### src/rtl/salc_pkg.sv
// Shared types and constants for the cache simulator.
package salc_pkg;
  localparam int MAX_SET_BITS_DEF = 6;
  localparam int MAX_WAYS_DEF = 8;
  localparam int SET_BITS_W = 3;
  localparam int WAYS_W = 4;
  localparam int OFF_BITS_W = 6;
  localparam int CFG_IDX_W = 2;
  localparam int CFG_DATA_W = 6;
  localparam logic [CFG_IDX_W-1:0] CFG_SET_BITS = 2'd0;
  localparam logic [CFG_IDX_W-1:0] CFG_WAYS = 2'd1;
  localparam logic [CFG_IDX_W-1:0] CFG_OFF_BITS = 2'd2;
  localparam logic [1:0] REQ_LOAD = 2'd0;
  localparam logic [1:0] REQ_STORE = 2'd1;
  localparam logic [1:0] REQ_MODIFY = 2'd2;
  localparam logic [1:0] REQ_IFETCH = 2'd3;
  localparam logic [31:0] TOTAL_MAX = 32'hFFFF_FFFF;

  typedef struct packed {
    logic [1:0]  req_type;
    logic [63:0] address;
  } in_word_t;

  typedef struct packed {
    logic [1:0]  hits_now;
    logic        misses_now;
    logic        evictions_now;
    logic [31:0] hit_total;
    logic [31:0] miss_total;
    logic [31:0] eviction_total;
  } out_word_t;

  // classified request from front to back
  typedef struct packed {
    logic        skip;
    logic        twice;
    logic [11:0] set;
    logic [63:0] tag;
  } cmd_t;
endpackage

### src/rtl/salc_front.sv
// Front end: accepts words, splits the address and queues commands.
module salc_front #(
  parameter int MAX_SET_BITS = salc_pkg::MAX_SET_BITS_DEF
) (
  input  logic                           clk,
  input  logic                           rst_n,
  input  logic                           in_valid,
  output logic                           in_stall,
  input  salc_pkg::in_word_t             in_data,
  input  logic [salc_pkg::SET_BITS_W-1:0] set_bits,
  input  logic [salc_pkg::OFF_BITS_W-1:0] off_bits,
  output logic                           q_valid,
  input  logic                           q_pop,
  output salc_pkg::cmd_t                 q_cmd
);
  import salc_pkg::*;

  cmd_t q_r [2];
  logic [1:0] cnt_r;
  logic rd_r, wr_r;
  logic push;
  logic [6:0] sb, bb, tot;
  logic [63:0] shifted, setmask;
  cmd_t c;

  assign in_stall = (cnt_r == 2'd2);
  assign push = in_valid && !in_stall;
  assign q_valid = (cnt_r != 2'd0);
  assign q_cmd = q_r[rd_r];

  always_comb begin
    sb = (7'(set_bits) > 7'(MAX_SET_BITS)) ? 7'(MAX_SET_BITS) : 7'(set_bits);
    bb = (7'(off_bits) > 7'd32) ? 7'd32 : 7'(off_bits);
    tot = sb + bb;
    shifted = in_data.address >> bb;
    setmask = (64'd1 << sb) - 64'd1;
    c.skip = (in_data.req_type == REQ_IFETCH);
    c.twice = (in_data.req_type == REQ_MODIFY);
    c.set = 12'(shifted & setmask);
    c.tag = (tot < 7'd64) ? (in_data.address >> tot) : 64'd0;
  end

  always_ff @(posedge clk) begin
    if (push) q_r[wr_r] <= c;
    if (!rst_n) begin
      cnt_r <= '0;
      rd_r <= 1'b0;
      wr_r <= 1'b0;
    end else begin
      if (push) wr_r <= !wr_r;
      if (q_pop) rd_r <= !rd_r;
      cnt_r <= cnt_r + 2'(push) - 2'(q_pop);
    end
  end
endmodule

### config.mk
export PLATFORM = sky130hd
export DESIGN_NAME = salc_front
export DESIGN_NICKNAME = d
export VERILOG_FILES = /design/src/rtl/salc_pkg.sv /design/src/rtl/salc_front.sv
export SDC_FILE = /design/constraint.sdc
export NUM_CORES = 1
export LEC_CHECK = 0
export BUFFER_PORTS_ARGS = -buffer_cell sky130_fd_sc_hd__clkbuf_2
export CAP_MARGIN = 20
export CORE_MARGIN = 2
export CORE_UTILIZATION = 50
export DETAILED_ROUTE_END_ITERATION = 16
export GPL_ROUTABILITY_DRIVEN = 1
export PLACE_DENSITY = 0.71
export SYNTH_ARGS = -nofsm -noshare
export SYNTH_HDL_FRONTEND = slang
export SYNTH_SLANG_ARGS = --single-unit
### constraint.sdc
create_clock -name clk -period 7.55 [get_ports clk]
set_clock_uncertainty 0.2 [all_clocks]
set_input_delay 0.3775 -clock clk [delete_from_list [all_inputs] [get_ports clk]]
set_output_delay 0.3775 -clock clk [all_outputs]
set_load 0.01 [all_outputs]
==> impl_metrics.prom, run 1 <==
# TYPE chip_impl_metric gauge
chip_impl_info{name="status",value="complete, no violations"} 1
chip_impl_metric{name="post_synth_instance_area",unit="um^2"} 11300
chip_impl_metric{name="setup_viol_count_final",unit=""} 0
chip_impl_metric{name="post-cts-setup-buffer-count",unit=""} 0
chip_impl_metric{name="fp.coreArea",unit="um^2"} 22000
chip_impl_metric{name="layout.cell_area.non_filler",unit="um^2"} 12800
chip_impl_metric{name="routabilityCongestion",unit=""} 0.952
chip_impl_metric{name="crit_fanout",unit=""} 69
chip_impl_metric{name="power_per_cell_area",unit="nW/um^2"} 259
chip_impl_info{name="setup.worst_path.class",value="in -> reg"} 1
chip_impl_metric{name="die_height",unit="um"} 154
chip_impl_metric{name="detailedRoute.firstPassIterationCount",unit=""} 6
chip_impl_metric{name="cts-htree-levels",unit=""} 4
chip_impl_metric{name="post_layout_nonfiller_instances",unit=""} 1347
chip_impl_metric{name="maxClockFrequency",unit="GHz"} 0.190
chip_impl_info{name="synth_top_flop_cell",value="sky130_fd_sc_hd__edfxtp_1"} 1
chip_impl_metric{name="vias_in_the_first_global_route",unit=""} 8127
chip_impl_metric{name="syn_area_per_cell",unit="um^2"} 12.1
chip_impl_info{name="rsz0062_at_grt",value="no"} 1
chip_impl_metric{name="routed_via_density",unit=""} 6.29
chip_impl_metric{name="die-width",unit="um"} 154
chip_impl_metric{name="dp_slack",unit="ns"} 2.02
chip_impl_metric{name="max_slew.worst_pin.slew",unit="ns"} 1.11
chip_impl_metric{name="total_power",unit="mW"} 3.32
chip_impl_info{name="cts_root_buf",value="sky130_fd_sc_hd__clkbuf_16"} 1
chip_impl_metric{name="cts.path.max_buffers",unit=""} 2
chip_impl_info{name="maxUsedRoutingLayer",value="met4"} 1
chip_impl_metric{name="wirelength",unit="um"} 31300
chip_impl_metric{name="drive_above_1_share",unit="%"} 33.5
chip_impl_metric{name="syn_inst",unit=""} 929
chip_impl_metric{name="via_count",unit=""} 8471
chip_impl_metric{name="grt_usage",unit="%"} 26.3
chip_impl_metric{name="remaining_drc_errors",unit=""} 0
chip_impl_metric{name="irDropWorstVdd",unit="V"} 0.000167
chip_impl_metric{name="cts.sink_count",unit=""} 161
chip_impl_info{name="cp-end-kind",value="flip-flop"} 1
chip_impl_metric{name="worst-endpoint-arrival",unit="ns"} 5.22
chip_impl_metric{name="asyncSetResetFlopFracSynth",unit="%"} 0
chip_impl_metric{name="post-route-min-period",unit="ns"} 5.25
chip_impl_metric{name="hold_ws",unit="ns"} 0.0147
chip_impl_metric{name="grt_start_max_net_pins",unit=""} 79
chip_impl_metric{name="yosys.cell_types.count",unit=""} 60
chip_impl_metric{name="routed_wl_met3",unit="um"} 2770
chip_impl_metric{name="post-route-period-util",unit="%"} 69.5
chip_impl_metric{name="utilization",unit="%"} 58.3
chip_impl_metric{name="critical_path_required",unit="ns"} 7.52
chip_impl_metric{name="finalWorstSetupSlack",unit="ns"} 2.30
chip_impl_metric{name="finalHoldViolCount",unit=""} 0
chip_impl_metric{name="dp.cells",unit=""} 1314
chip_impl_metric{name="place.port_buffers",unit=""} 158
chip_impl_metric{name="met1Wirelength",unit="um"} 13600
chip_impl_metric{name="detailroute.wirelength.met2",unit="um"} 14500
chip_impl_metric{name="ios",unit=""} 159
chip_impl_metric{name="initial_core_util",unit="%"} 51.3
chip_impl_info{name="worst_setup_path_start_kind",value="input port"} 1
chip_impl_metric{name="row_count",unit=""} 54
chip_impl_metric{name="nNetsFinal",unit=""} 1139
chip_impl_metric{name="drt_iter0_markers",unit=""} 943
chip_impl_metric{name="globalRoute.totalOverflow",unit=""} 0
chip_impl_metric{name="grt_pass1_wl",unit="um"} 47900
chip_impl_info{name="mostFrequentLayoutCells",value="sky130_fd_sc_hd__mux2i_1 (205), sky130_fd_sc_hd__clkbuf_2 (158), sky130_fd_sc_hd__edfxtp_1 (156)"} 1
chip_impl_info{name="mostFrequentLayoutCell",value="sky130_fd_sc_hd__mux2i_1"} 1
chip_impl_metric{name="insertedDiodeCount",unit=""} 0
chip_impl_metric{name="insertion_delay",unit="ns"} 0.42
chip_impl_metric{name="post-dp-hpwl",unit="um"} 23000
chip_impl_metric{name="cts_hold_repair.buffers",unit=""} 0
chip_impl_metric{name="total_cts_buffers",unit=""} 17
chip_impl_metric{name="slew-limit-headroom",unit="%"} 26.3
chip_impl_metric{name="detailed_place.area",unit="um^2"} 12200
chip_impl_metric{name="final_max_slew_viol_count",unit=""} 0
chip_impl_metric{name="edff_count_synth",unit=""} 156
chip_impl_info{name="hp-class",value="in -> reg"} 1
chip_impl_metric{name="tns",unit="ns"} 0
chip_impl_info{name="tritoncts",value="done"} 1
chip_impl_metric{name="die-area",unit="um^2"} 23700
chip_impl_metric{name="antenna_left",unit=""} 0
chip_impl_metric{name="resized_gates_after_cts",unit=""} 0
chip_impl_metric{name="wl_per_cell",unit="um"} 23.3
chip_impl_metric{name="ys_seq_elements",unit=""} 161
chip_impl_metric{name="leakagePower",unit="nW"} 5.32
chip_impl_metric{name="number_of_antenna_violations_at_the_first_check_in_global_routing",unit=""} 0
chip_impl_metric{name="area_growth",unit="%"} 13.7
chip_impl_metric{name="yosys_warnings",unit=""} 0
chip_impl_metric{name="cap_violations",unit=""} 0
chip_impl_metric{name="clk_transition_reported_paths",unit="ns"} 0.06
chip_impl_metric{name="ys_seq_area_share",unit="%"} 42.5
-- path summary, 6_finish.rpt --
| path | startpoint | to | slack (ns) | depth (start not counted) |
|---|---|---|---|---|
| worst max-delay path | off_bits[0] | q_r[1][10] | 2.30 | 11 |
| worst min-delay path | rst_n | wr_r | 0.01 | 2 |
| worst max register to register | cnt_r[0] | q_r[0][2] | 4.89 | 4 |
| worst min register to register | rd_r | flip-flop | 0.37 | 2 |
-- layer usage --
metal / up-vias / global-route usage (%)
met1: 4121 / 38.0
met4: 0 / 5.83
met3: 32 / 5.19
met5: - / 0
li1: 3863 / -
met2: 455 / 41.2
-- logic make-up (layout without fill, tap and decap cells) --
logic type,Yosys count,after routing,share of synthesized area [%]
xor+xnor,7,7,0.711
compound gates,134,134,8.24
buf+inv,90,217,4.04
flops,161,161,42.5
mux,346,346,36.7
simple gates,184,184,7.09
other cells,1,12,0.0333
fa+ha+maj,6,6,0.733
-- flip-flops by register name, indices dropped and copies added, names as in the netlist, named ones only --
name	count
wr_r	1
rd_r	1
q_r	156
cnt_r	2
-- cell type report --
class | count | area [um^2]
clock buffer | 17 | 425
sequential | 161 | 4790
clock inverter | 15 | 181
timing repair buffer | 170 | 901
inverter | 15 | 56.3
fill | 1826 | 9150
tap | 280 | 350
multi-input combinational | 689 | 6100
-- power breakdown --
group          total, mW  switching (mW)  internal, mW
Sequential          1.24          0.0495          1.19
Clock              0.882           0.358         0.524
Combinational       1.20           0.720         0.480
Total               3.32            1.13          2.19
-- cell usage after synthesis (9+ instances only) --
library cell | number | area [um^2]
sky130_fd_sc_hd__o221ai_1 | 9 | 78.8
sky130_fd_sc_hd__buf_2 | 22 | 110
sky130_fd_sc_hd__nand2_1 | 90 | 338
sky130_fd_sc_hd__mux4_2 | 43 | 968
sky130_fd_sc_hd__nor3_1 | 9 | 45.0
sky130_fd_sc_hd__edfxtp_1 | 156 | 4680
sky130_fd_sc_hd__buf_4 | 16 | 120
sky130_fd_sc_hd__nor2_1 | 45 | 169
sky130_fd_sc_hd__a22oi_1 | 19 | 143
sky130_fd_sc_hd__a21oi_1 | 18 | 90.1
sky130_fd_sc_hd__mux2_2 | 97 | 1090
sky130_fd_sc_hd__clkbuf_1 | 26 | 97.6
sky130_fd_sc_hd__mux2i_1 | 205 | 2050
sky130_fd_sc_hd__nand3_1 | 9 | 45.0
sky130_fd_sc_hd__inv_1 | 12 | 45.0
sky130_fd_sc_hd__o21ai_1 | 24 | 120
-- critical path, cell delays in order --
cell and delay (ns):
sky130_fd_sc_hd__clkbuf_2 0.32, sky130_fd_sc_hd__nand2b_1 0.17, sky130_fd_sc_hd__buf_4 0.39, sky130_fd_sc_hd__inv_2 0.21, sky130_fd_sc_hd__ha_4 0.22, sky130_fd_sc_hd__fa_4 1.57, sky130_fd_sc_hd__mux2i_1 0.27, sky130_fd_sc_hd__mux4_2 0.59
sky130_fd_sc_hd__mux2i_1 0.30, sky130_fd_sc_hd__a21oi_1 0.20, sky130_fd_sc_hd__a221oi_1 0.52
Note: power is estimated with default switching activity, not from simulation.
==> run 2, diff against run 1 <==
- ABC_AREA: not set -> 1
- PLACE_DENSITY: 0.71 -> 0.74
- clock period: 7.55 -> 4.8 ns (I/O delays scaled with it)
==> run 2 against run 1 <==
Against the previous run:
- global-route usage up 1.9 points
- highest routed layer unchanged
- die area grew 2.3%
- largest cell class unchanged
- clock-buffer cell count is 1 higher
==> impl_metrics.prom, run 2 <==
# TYPE chip_impl_metric gauge
chip_impl_info{name="status",value="complete, no violations"} 1
chip_impl_info{name="synth.most_common_cell",value="sky130_fd_sc_hd__nand2_1"} 1
chip_impl_metric{name="drive_above_1_share",unit="%"} 19.4
chip_impl_metric{name="layout.cell_area.non_filler",unit="um^2"} 13100
chip_impl_info{name="worst_setup_path_start_kind",value="input port"} 1
chip_impl_metric{name="irDropWorstVdd",unit="V"} 0.000232
chip_impl_metric{name="routabilityCongestion",unit=""} 0.974
chip_impl_metric{name="cts-htree-levels",unit=""} 4
chip_impl_metric{name="drt_iter0_markers",unit=""} 1452
chip_impl_metric{name="post-route-min-period",unit="ns"} 3.46
chip_impl_metric{name="met3_track_utilization_from_global_routing",unit="%"} 4.36
chip_impl_info{name="mostFrequentLayoutCell",value="sky130_fd_sc_hd__nand2_1"} 1
chip_impl_metric{name="yosys.cell_types.count",unit=""} 34
chip_impl_metric{name="vias_in_the_first_global_route",unit=""} 9982
chip_impl_metric{name="finalHoldViolCount",unit=""} 0
chip_impl_metric{name="post-cts-setup-buffer-count",unit=""} 0
chip_impl_info{name="synth_top_flop_cell",value="sky130_fd_sc_hd__edfxtp_1"} 1
chip_impl_metric{name="ios",unit=""} 159
chip_impl_info{name="yosys_top_cell_by_area",value="sky130_fd_sc_hd__edfxtp_1"} 1
chip_impl_info{name="tritoncts",value="done"} 1
chip_impl_info{name="rsz0062_at_grt",value="no"} 1
chip_impl_metric{name="min_delay_path_depth",unit=""} 5
chip_impl_metric{name="maxClockFrequency",unit="GHz"} 0.289
chip_impl_metric{name="fp.coreArea",unit="um^2"} 22600
chip_impl_metric{name="grt_usage",unit="%"} 28.2
chip_impl_metric{name="grt_start_max_net_pins",unit=""} 75
chip_impl_metric{name="area_growth",unit="%"} 13.6
chip_impl_metric{name="row_count",unit=""} 55
chip_impl_metric{name="die_height",unit="um"} 156
chip_impl_info{name="biggestRegsByFlops",value="q_r (156), cnt_r (2)"} 1
chip_impl_metric{name="ys_seq_elements",unit=""} 161
chip_impl_info{name="min_from",value="set_bits[0]"} 1
chip_impl_metric{name="wirelength",unit="um"} 34400
chip_impl_metric{name="post_layout_nonfiller_instances",unit=""} 1937
chip_impl_metric{name="edff_count_synth",unit=""} 156
chip_impl_metric{name="ys_seq_area_share",unit="%"} 41.5
chip_impl_info{name="top_usage_layer",value="met2"} 1
chip_impl_metric{name="worst-endpoint-arrival",unit="ns"} 3.43
chip_impl_info{name="hold_path_end",value="q_r[0][64]"} 1
chip_impl_metric{name="rr_worst_depth",unit=""} 5
chip_impl_metric{name="initial_core_util",unit="%"} 50.9
chip_impl_metric{name="largest_register_ffs",unit=""} 156
chip_impl_metric{name="asyncSetResetFlopFracSynth",unit="%"} 0
chip_impl_info{name="cp-end-kind",value="flip-flop"} 1
chip_impl_metric{name="yosys_warnings",unit=""} 0
chip_impl_metric{name="crit_fanout",unit=""} 36
chip_impl_metric{name="grtUsageMet1",unit="%"} 41.2
chip_impl_info{name="hp-class",value="in -> reg"} 1
chip_impl_metric{name="tns",unit="ns"} 0
chip_impl_metric{name="wl_per_cell",unit="um"} 17.8
chip_impl_info{name="mostFrequentLayoutCells",value="sky130_fd_sc_hd__nand2_1 (506), sky130_fd_sc_hd__nand3_1 (347), sky130_fd_sc_hd__clkbuf_2 (158)"} 1
chip_impl_metric{name="antenna_left",unit=""} 0
chip_impl_metric{name="synthDominantCellAreaShare",unit="%"} 40.7
chip_impl_metric{name="leakagePower",unit="nW"} 5.84
chip_impl_metric{name="global_route.usage.met2",unit="%"} 44.1
chip_impl_metric{name="slew-limit-headroom",unit="%"} 36.5
chip_impl_metric{name="syn_inst",unit=""} 1528
chip_impl_metric{name="number_of_antenna_violations_at_the_first_check_in_global_routing",unit=""} 0
chip_impl_metric{name="total_cts_buffers",unit=""} 17
chip_impl_metric{name="clk_transition_reported_paths",unit="ns"} 0.06
chip_impl_metric{name="remaining_drc_errors",unit=""} 0
chip_impl_metric{name="nNetsFinal",unit=""} 1724
chip_impl_metric{name="post-dp-hpwl",unit="um"} 25000
chip_impl_metric{name="post_synth_instance_area",unit="um^2"} 11500
chip_impl_metric{name="cts.sink_count",unit=""} 161
chip_impl_metric{name="setup.reg_to_reg.worst_slack",unit="ns"} 2.28
chip_impl_metric{name="place.port_buffers",unit=""} 158
chip_impl_metric{name="post-route-period-util",unit="%"} 72.1
chip_impl_metric{name="detailed_place.area",unit="um^2"} 12500
chip_impl_metric{name="globalRoute.totalOverflow",unit=""} 0
chip_impl_metric{name="routed_via_density",unit=""} 5.80
chip_impl_metric{name="max_slew.worst_pin.slew",unit="ns"} 0.942
chip_impl_metric{name="critical_path_required",unit="ns"} 4.78
chip_impl_info{name="rr_startpoint",value="cnt_r[1]"} 1
chip_impl_metric{name="die-area",unit="um^2"} 24300
chip_impl_metric{name="cts.path.max_buffers",unit=""} 2
chip_impl_metric{name="syn_area_per_cell",unit="um^2"} 7.54
chip_impl_metric{name="final_max_slew_viol_count",unit=""} 0
chip_impl_metric{name="power_per_cell_area",unit="nW/um^2"} 369
chip_impl_metric{name="nFillCells",unit=""} 2118
chip_impl_info{name="worst_r2r_endpoint",value="q_r[0][44]"} 1
chip_impl_metric{name="cap_violations",unit=""} 0
chip_impl_info{name="cts_root_buf",value="sky130_fd_sc_hd__clkbuf_16"} 1
chip_impl_metric{name="setup_viol_count_final",unit=""} 0
chip_impl_info{name="top_register",value="q_r"} 1
chip_impl_metric{name="die-width",unit="um"} 156
chip_impl_metric{name="insertion_delay",unit="ns"} 0.41
chip_impl_metric{name="dp.cells",unit=""} 1900
chip_impl_info{name="synth_common_cells",value="sky130_fd_sc_hd__nand2_1 (506), sky130_fd_sc_hd__nand3_1 (347), sky130_fd_sc_hd__edfxtp_1 (156), sky130_fd_sc_hd__o21ai_0 (95), sky130_fd_sc_hd__mux2_2 (78)"} 1
chip_impl_metric{name="grt_pass1_wl",unit="um"} 53300
chip_impl_metric{name="insertedDiodeCount",unit=""} 0
chip_impl_metric{name="via_count",unit=""} 11200
chip_impl_info{name="setup.worst_path.class",value="in -> reg"} 1
chip_impl_metric{name="detailedRoute.firstPassIterationCount",unit=""} 6
chip_impl_info{name="synthTopCellsByArea",value="sky130_fd_sc_hd__edfxtp_1 (41%), sky130_fd_sc_hd__nand2_1 (16%), sky130_fd_sc_hd__nand3_1 (15%), sky130_fd_sc_hd__mux2_2 (7.6%), sky130_fd_sc_hd__o21ai_0 (4.1%)"} 1
-- run 2: cell types whose count changed after synthesis, moves of 33 or more --
cell	delta
sky130_fd_sc_hd__o211ai_1	+33
sky130_fd_sc_hd__mux4_2	-43
sky130_fd_sc_hd__o21ai_0	+88
sky130_fd_sc_hd__buf_2	+39
sky130_fd_sc_hd__inv_1	+60
sky130_fd_sc_hd__nand2_1	+416
sky130_fd_sc_hd__nand3_1	+338
sky130_fd_sc_hd__mux2i_1	-205
-- run 2: worst max path at each step --
stage	startpoint	endpoint	slack, ns	depth (start not counted)
6_report	off_bits[5]	q_r[0][6]	1.34	14
3_3_place_gp	off_bits[5]	q_r[0][5]	1.11	13
5_1_grt	off_bits[5]	q_r[0][6]	1.17	14
3_5_place_dp	off_bits[5]	q_r[0][6]	1.03	14
4_1_cts	off_bits[5]	q_r[0][6]	1.47	14
2_1_floorplan	cnt_r[1]	q_r[0][0]	0.26	3
-- run 2: where the power goes --
group          switching [mW]  total, mW  internal [mW]
sequential             0.0519       1.84           1.79
combinational            1.16       1.72          0.556
clock                   0.547       1.27          0.720
-- run 2: cell families (layout without fill, tap and decap cells) --
kind of cell | Yosys count | count (layout) | synth area share [%]
AO/OA/AOI/OAI | 163 | 163 | 7.99
XOR/XNOR | 3 | 3 | 0.293
adder cells (fa/ha/maj) | 6 | 6 | 0.717
buffers and inverters | 190 | 303 | 7.27
flip-flops | 161 | 161 | 41.5
multiplexers | 78 | 78 | 7.62
other | 1 | 12 | 0.0325
AND/OR/NAND/NOR | 926 | 926 | 34.5
-- run 2: what timing repair did --
action	in CTS	in global routing
hold endpoints to repair	9	0
resized for setup	0	0
hold buffers	5	0
-- run 2: layout make-up --
| type | instances | area, um^2 | share of cell area, % |
|---|---|---|---|
| clock buffer | 18 | 429 | 3.28 |
| clock inverter | 14 | 129 | 0.985 |
| inverter | 81 | 307 | 2.34 |
| multi-input combinational | 1188 | 6010 | 45.9 |
| sequential | 161 | 4790 | 36.6 |
| tap | 285 | 357 | 2.73 |
| timing repair buffer | 190 | 1070 | 8.17 |
-- run 2: stage by stage --
stage	hold slack, ns	total power [mW]	setup slack, ns	util (%)
finish	0.188	4.82	1.34	57.8
global route	0.203	5.09	1.17	57.8
CTS	0.139	4.81	1.47	57.8
detailed placement	0.282	3.54	1.03	55.1
global placement	0.276	3.52	1.11	55.1
floorplan	0.133	3.02	0.262	-
-- run 2: worst max-delay path, stage by stage --
cell                       delay (ns)
sky130_fd_sc_hd__clkbuf_2        0.25
sky130_fd_sc_hd__inv_2           0.18
sky130_fd_sc_hd__nand2_1         0.14
sky130_fd_sc_hd__inv_2           0.06
sky130_fd_sc_hd__fa_2            0.82
sky130_fd_sc_hd__inv_2           0.38
sky130_fd_sc_hd__buf_4           0.33
sky130_fd_sc_hd__nand2_1         0.11
sky130_fd_sc_hd__nand3_1         0.10
sky130_fd_sc_hd__nand2_1         0.10
sky130_fd_sc_hd__nand2_1         0.08
sky130_fd_sc_hd__nand3_1         0.10
sky130_fd_sc_hd__nand2_1         0.14
sky130_fd_sc_hd__o21ai_0         0.37
-- run 2: per-layer routing --
layer / up-vias / share of wire (%)
met4: 0 / 1.7
met1: 5183 / 44
met3: 43 / 8.6
li1: 5459 / -
met2: 541 / 46
met5: - / 0
==> run 3, diff against run 2 <==
- PLACE_DENSITY: 0.74 -> 0.71
- clock period: 4.8 -> 3.4 ns (I/O delays scaled with it)
==> run 3 against run 2 <==
Against the previous run:
- cell area grew 1.8%
- clock-buffer cell count decreased by 1
- worst hold slack lost 0.052 ns
- power grew 44%
- combinational power grew 45%
- first-iteration DRC count down 10%
- wire length is 4.6% higher
- critical path type unchanged
==> impl_metrics.prom, run 3 (same netlist as run 2, synthesis figures left out) <==
# TYPE chip_impl_metric gauge
chip_impl_info{name="status",value="complete, no violations"} 1
chip_impl_metric{name="drt_iter0_markers",unit=""} 1307
chip_impl_metric{name="total_cts_buffers",unit=""} 17
chip_impl_metric{name="via_count",unit=""} 11300
chip_impl_metric{name="globalRoute.totalOverflow",unit=""} 0
chip_impl_metric{name="finalHoldViolCount",unit=""} 0
chip_impl_metric{name="slew-limit-headroom",unit="%"} 55.1
chip_impl_metric{name="final_max_slew_viol_count",unit=""} 0
chip_impl_metric{name="fp.coreArea",unit="um^2"} 22600
chip_impl_metric{name="setup_viol_count_final",unit=""} 0
chip_impl_info{name="setup.worst_path.class",value="in -> reg"} 1
chip_impl_metric{name="post-route-period-util",unit="%"} 82.4
chip_impl_metric{name="die-area",unit="um^2"} 24300
chip_impl_metric{name="row_count",unit=""} 55
chip_impl_info{name="worst_setup_path_start_kind",value="input port"} 1
chip_impl_info{name="cpMaxStageDelayCell",value="sky130_fd_sc_hd__fa_2"} 1
chip_impl_metric{name="wirelength",unit="um"} 36000
chip_impl_metric{name="nFillCells",unit=""} 2114
chip_impl_metric{name="max_slew.worst_pin.slew",unit="ns"} 0.666
chip_impl_metric{name="post-dp-hpwl",unit="um"} 26700
chip_impl_metric{name="critical_path_required",unit="ns"} 3.32
chip_impl_info{name="hold_path_end",value="q_r[0][64]"} 1
chip_impl_metric{name="slowest_delay",unit="ns"} 0.49
chip_impl_info{name="tritoncts",value="done"} 1
chip_impl_metric{name="routed_via_density",unit=""} 5.77
chip_impl_metric{name="clk_transition_reported_paths",unit="ns"} 0.06
chip_impl_metric{name="die-width",unit="um"} 156
chip_impl_metric{name="irDropWorstVdd",unit="V"} 0.000331
chip_impl_metric{name="remaining_drc_errors",unit=""} 0
chip_impl_info{name="hp-class",value="in -> reg"} 1
chip_impl_metric{name="rr_worst_depth",unit=""} 9
chip_impl_info{name="dominant_cell_type_by_count_on_the_critical_path",value="sky130_fd_sc_hd__nand2_1"} 1
chip_impl_metric{name="cts.sink_count",unit=""} 161
chip_impl_metric{name="vias_in_the_first_global_route",unit=""} 10200
chip_impl_info{name="rr_startpoint",value="cnt_r[1]"} 1
chip_impl_metric{name="place.port_buffers",unit=""} 158
chip_impl_metric{name="die_height",unit="um"} 156
chip_impl_metric{name="grt_pass1_wl",unit="um"} 56000
chip_impl_info{name="rsz0062_at_grt",value="no"} 1
chip_impl_metric{name="number_of_antenna_violations_at_the_first_check_in_global_routing",unit=""} 1
chip_impl_metric{name="grt_usage",unit="%"} 29.8
chip_impl_metric{name="nNetsFinal",unit=""} 1739
chip_impl_metric{name="wl_per_cell",unit="um"} 18.5
chip_impl_info{name="worst_r2r_endpoint",value="cnt_r[1]"} 1
chip_impl_info{name="cp-end-kind",value="flip-flop"} 1
chip_impl_metric{name="routabilityCongestion",unit=""} 0.953
chip_impl_info{name="mostFrequentLayoutCell",value="sky130_fd_sc_hd__nand2_1"} 1
chip_impl_metric{name="initial_core_util",unit="%"} 50.9
chip_impl_info{name="mostFrequentLayoutCells",value="sky130_fd_sc_hd__nand2_1 (506), sky130_fd_sc_hd__nand3_1 (347), sky130_fd_sc_hd__clkbuf_2 (158)"} 1
chip_impl_metric{name="leakagePower",unit="nW"} 5.96
chip_impl_metric{name="antenna_left",unit=""} 0
chip_impl_metric{name="post-route-min-period",unit="ns"} 2.80
chip_impl_metric{name="drive_above_1_share",unit="%"} 20.2
chip_impl_metric{name="insertedDiodeCount",unit=""} 0
chip_impl_metric{name="largest_register_ffs",unit=""} 156
chip_impl_info{name="min_from",value="set_bits[0]"} 1
chip_impl_metric{name="grt_start_max_net_pins",unit=""} 95
chip_impl_metric{name="setup.reg_to_reg.worst_slack",unit="ns"} 1.61
chip_impl_info{name="crit_chain",value="clkbuf_2 -> inv_2 -> nand2_1 -> inv_2 -> fa_2 -> inv_2 -> buf_4 -> nand2_1 -> nand3_1 -> nand2_1 -> nand2_1 -> nand3_1 -> nand2_1 -> o21ai_0"} 1
chip_impl_metric{name="ios",unit=""} 159
chip_impl_metric{name="cap_violations",unit=""} 0
chip_impl_metric{name="detailedRoute.firstPassIterationCount",unit=""} 5
chip_impl_metric{name="crit_fanout",unit=""} 32
chip_impl_info{name="biggestRegsByFlops",value="q_r (156), cnt_r (2)"} 1
chip_impl_info{name="cts_root_buf",value="sky130_fd_sc_hd__clkbuf_16"} 1
chip_impl_metric{name="tns",unit="ns"} 0
chip_impl_metric{name="insertion_delay",unit="ns"} 0.42
chip_impl_metric{name="maxClockFrequency",unit="GHz"} 0.357
chip_impl_metric{name="cts-htree-levels",unit=""} 4
chip_impl_metric{name="cts.path.max_buffers",unit=""} 2
chip_impl_metric{name="total_power",unit="mW"} 6.95
chip_impl_metric{name="worst-endpoint-arrival",unit="ns"} 2.72
chip_impl_metric{name="area_growth",unit="%"} 15.6
chip_impl_metric{name="power_per_cell_area",unit="nW/um^2"} 522
chip_impl_metric{name="min_delay_path_depth",unit=""} 5
chip_impl_info{name="top_register",value="q_r"} 1
==> run 3: cell types whose count changed in the layout (fill, tap and decap cells not counted), sizes merged <==
| cell | previous run | this run |
|---|---|---|
| clkinv | 3 | 5 |
| bufinv | 1 | 0 |
| clkbuf | 176 | 175 |
| dlygate4sd3 | 5 | 6 |
| inv | 86 | 89 |
| buf | 27 | 41 |
| clkinvlp | 5 | 2 |
==> run 3: report_power, final <==
group,leakage [nW],total [mW],switching [mW],internal (mW)
Combinational,4.15,2.50,1.67,0.829
Clock,0.282,1.86,0.877,0.986
Sequential,1.52,2.59,0.0701,2.52
Total,5.96,6.95,2.62,4.33
==> run 3: what timing repair did <==
item                                   CTS  global route
hold buffers                             6             0
buffers inserted                         0             0
endpoints found under the hold margin    9             0
gates resized for setup                  0             0
==> run 3: how the worst max path moves through the flow <==
stage	slack [ns]	end	cells past startpoint	start
after detailed placement	0.23	q_r[1][2]	15	set_bits[1]
final	0.60	q_r[1][2]	14	off_bits[5]
after CTS	0.67	q_r[1][2]	15	set_bits[1]
after global routing	0.42	q_r[1][2]	15	set_bits[1]
after floorplan	-1.14	q_r[0][0]	3	cnt_r[1]
after global placement	0.28	q_r[0][9]	14	off_bits[5]
==> run 3: cell type report <==
| class | instances | area (um^2) | area share, % |
|---|---|---|---|
| inverters | 81 | 307 | 2.30 |
| flip-flops and latches | 161 | 4790 | 35.9 |
| clock inverters | 15 | 166 | 1.25 |
| repair buffers | 205 | 1270 | 9.54 |
| clock buffers | 17 | 425 | 3.19 |
| multi-input cells | 1188 | 6010 | 45.1 |
| well taps | 285 | 357 | 2.68 |
==> run 3: stage by stage <==
stage	util, %	worst slack (ns)	cell area [um^2]	std cells	hold WS, ns
after floorplan	-	-1.14	11600	1539	0.0635
after global placement	56.0	0.279	12700	1914	0.209
after detailed placement	56.0	0.225	12700	1914	0.223
after CTS	58.8	0.670	13300	1952	0.0733
after global routing	58.8	0.425	13300	1952	0.134
final	58.8	0.599	13300	1952	0.135
==> run 3: critical path: cells and delay by family <==
family	cells	cell delay, ns
buf+inv	5	1.05
simple gates	7	0.81
fa+ha+maj	1	0.49
compound gates	1	0.16
==> run 3: per-layer routing <==
layer / share of wire, % / wire, um / GRT usage [%] / up-vias
li1: - / - / - / 5492
met1: 44 / 16000 / 43.8 / 5183
met2: 45 / 16200 / 45.8 / 533
met3: 8.8 / 3170 / 4.86 / 44
met4: 1.9 / 684 / 7.82 / 2
met5: 0.036 / 13 / 0 / -
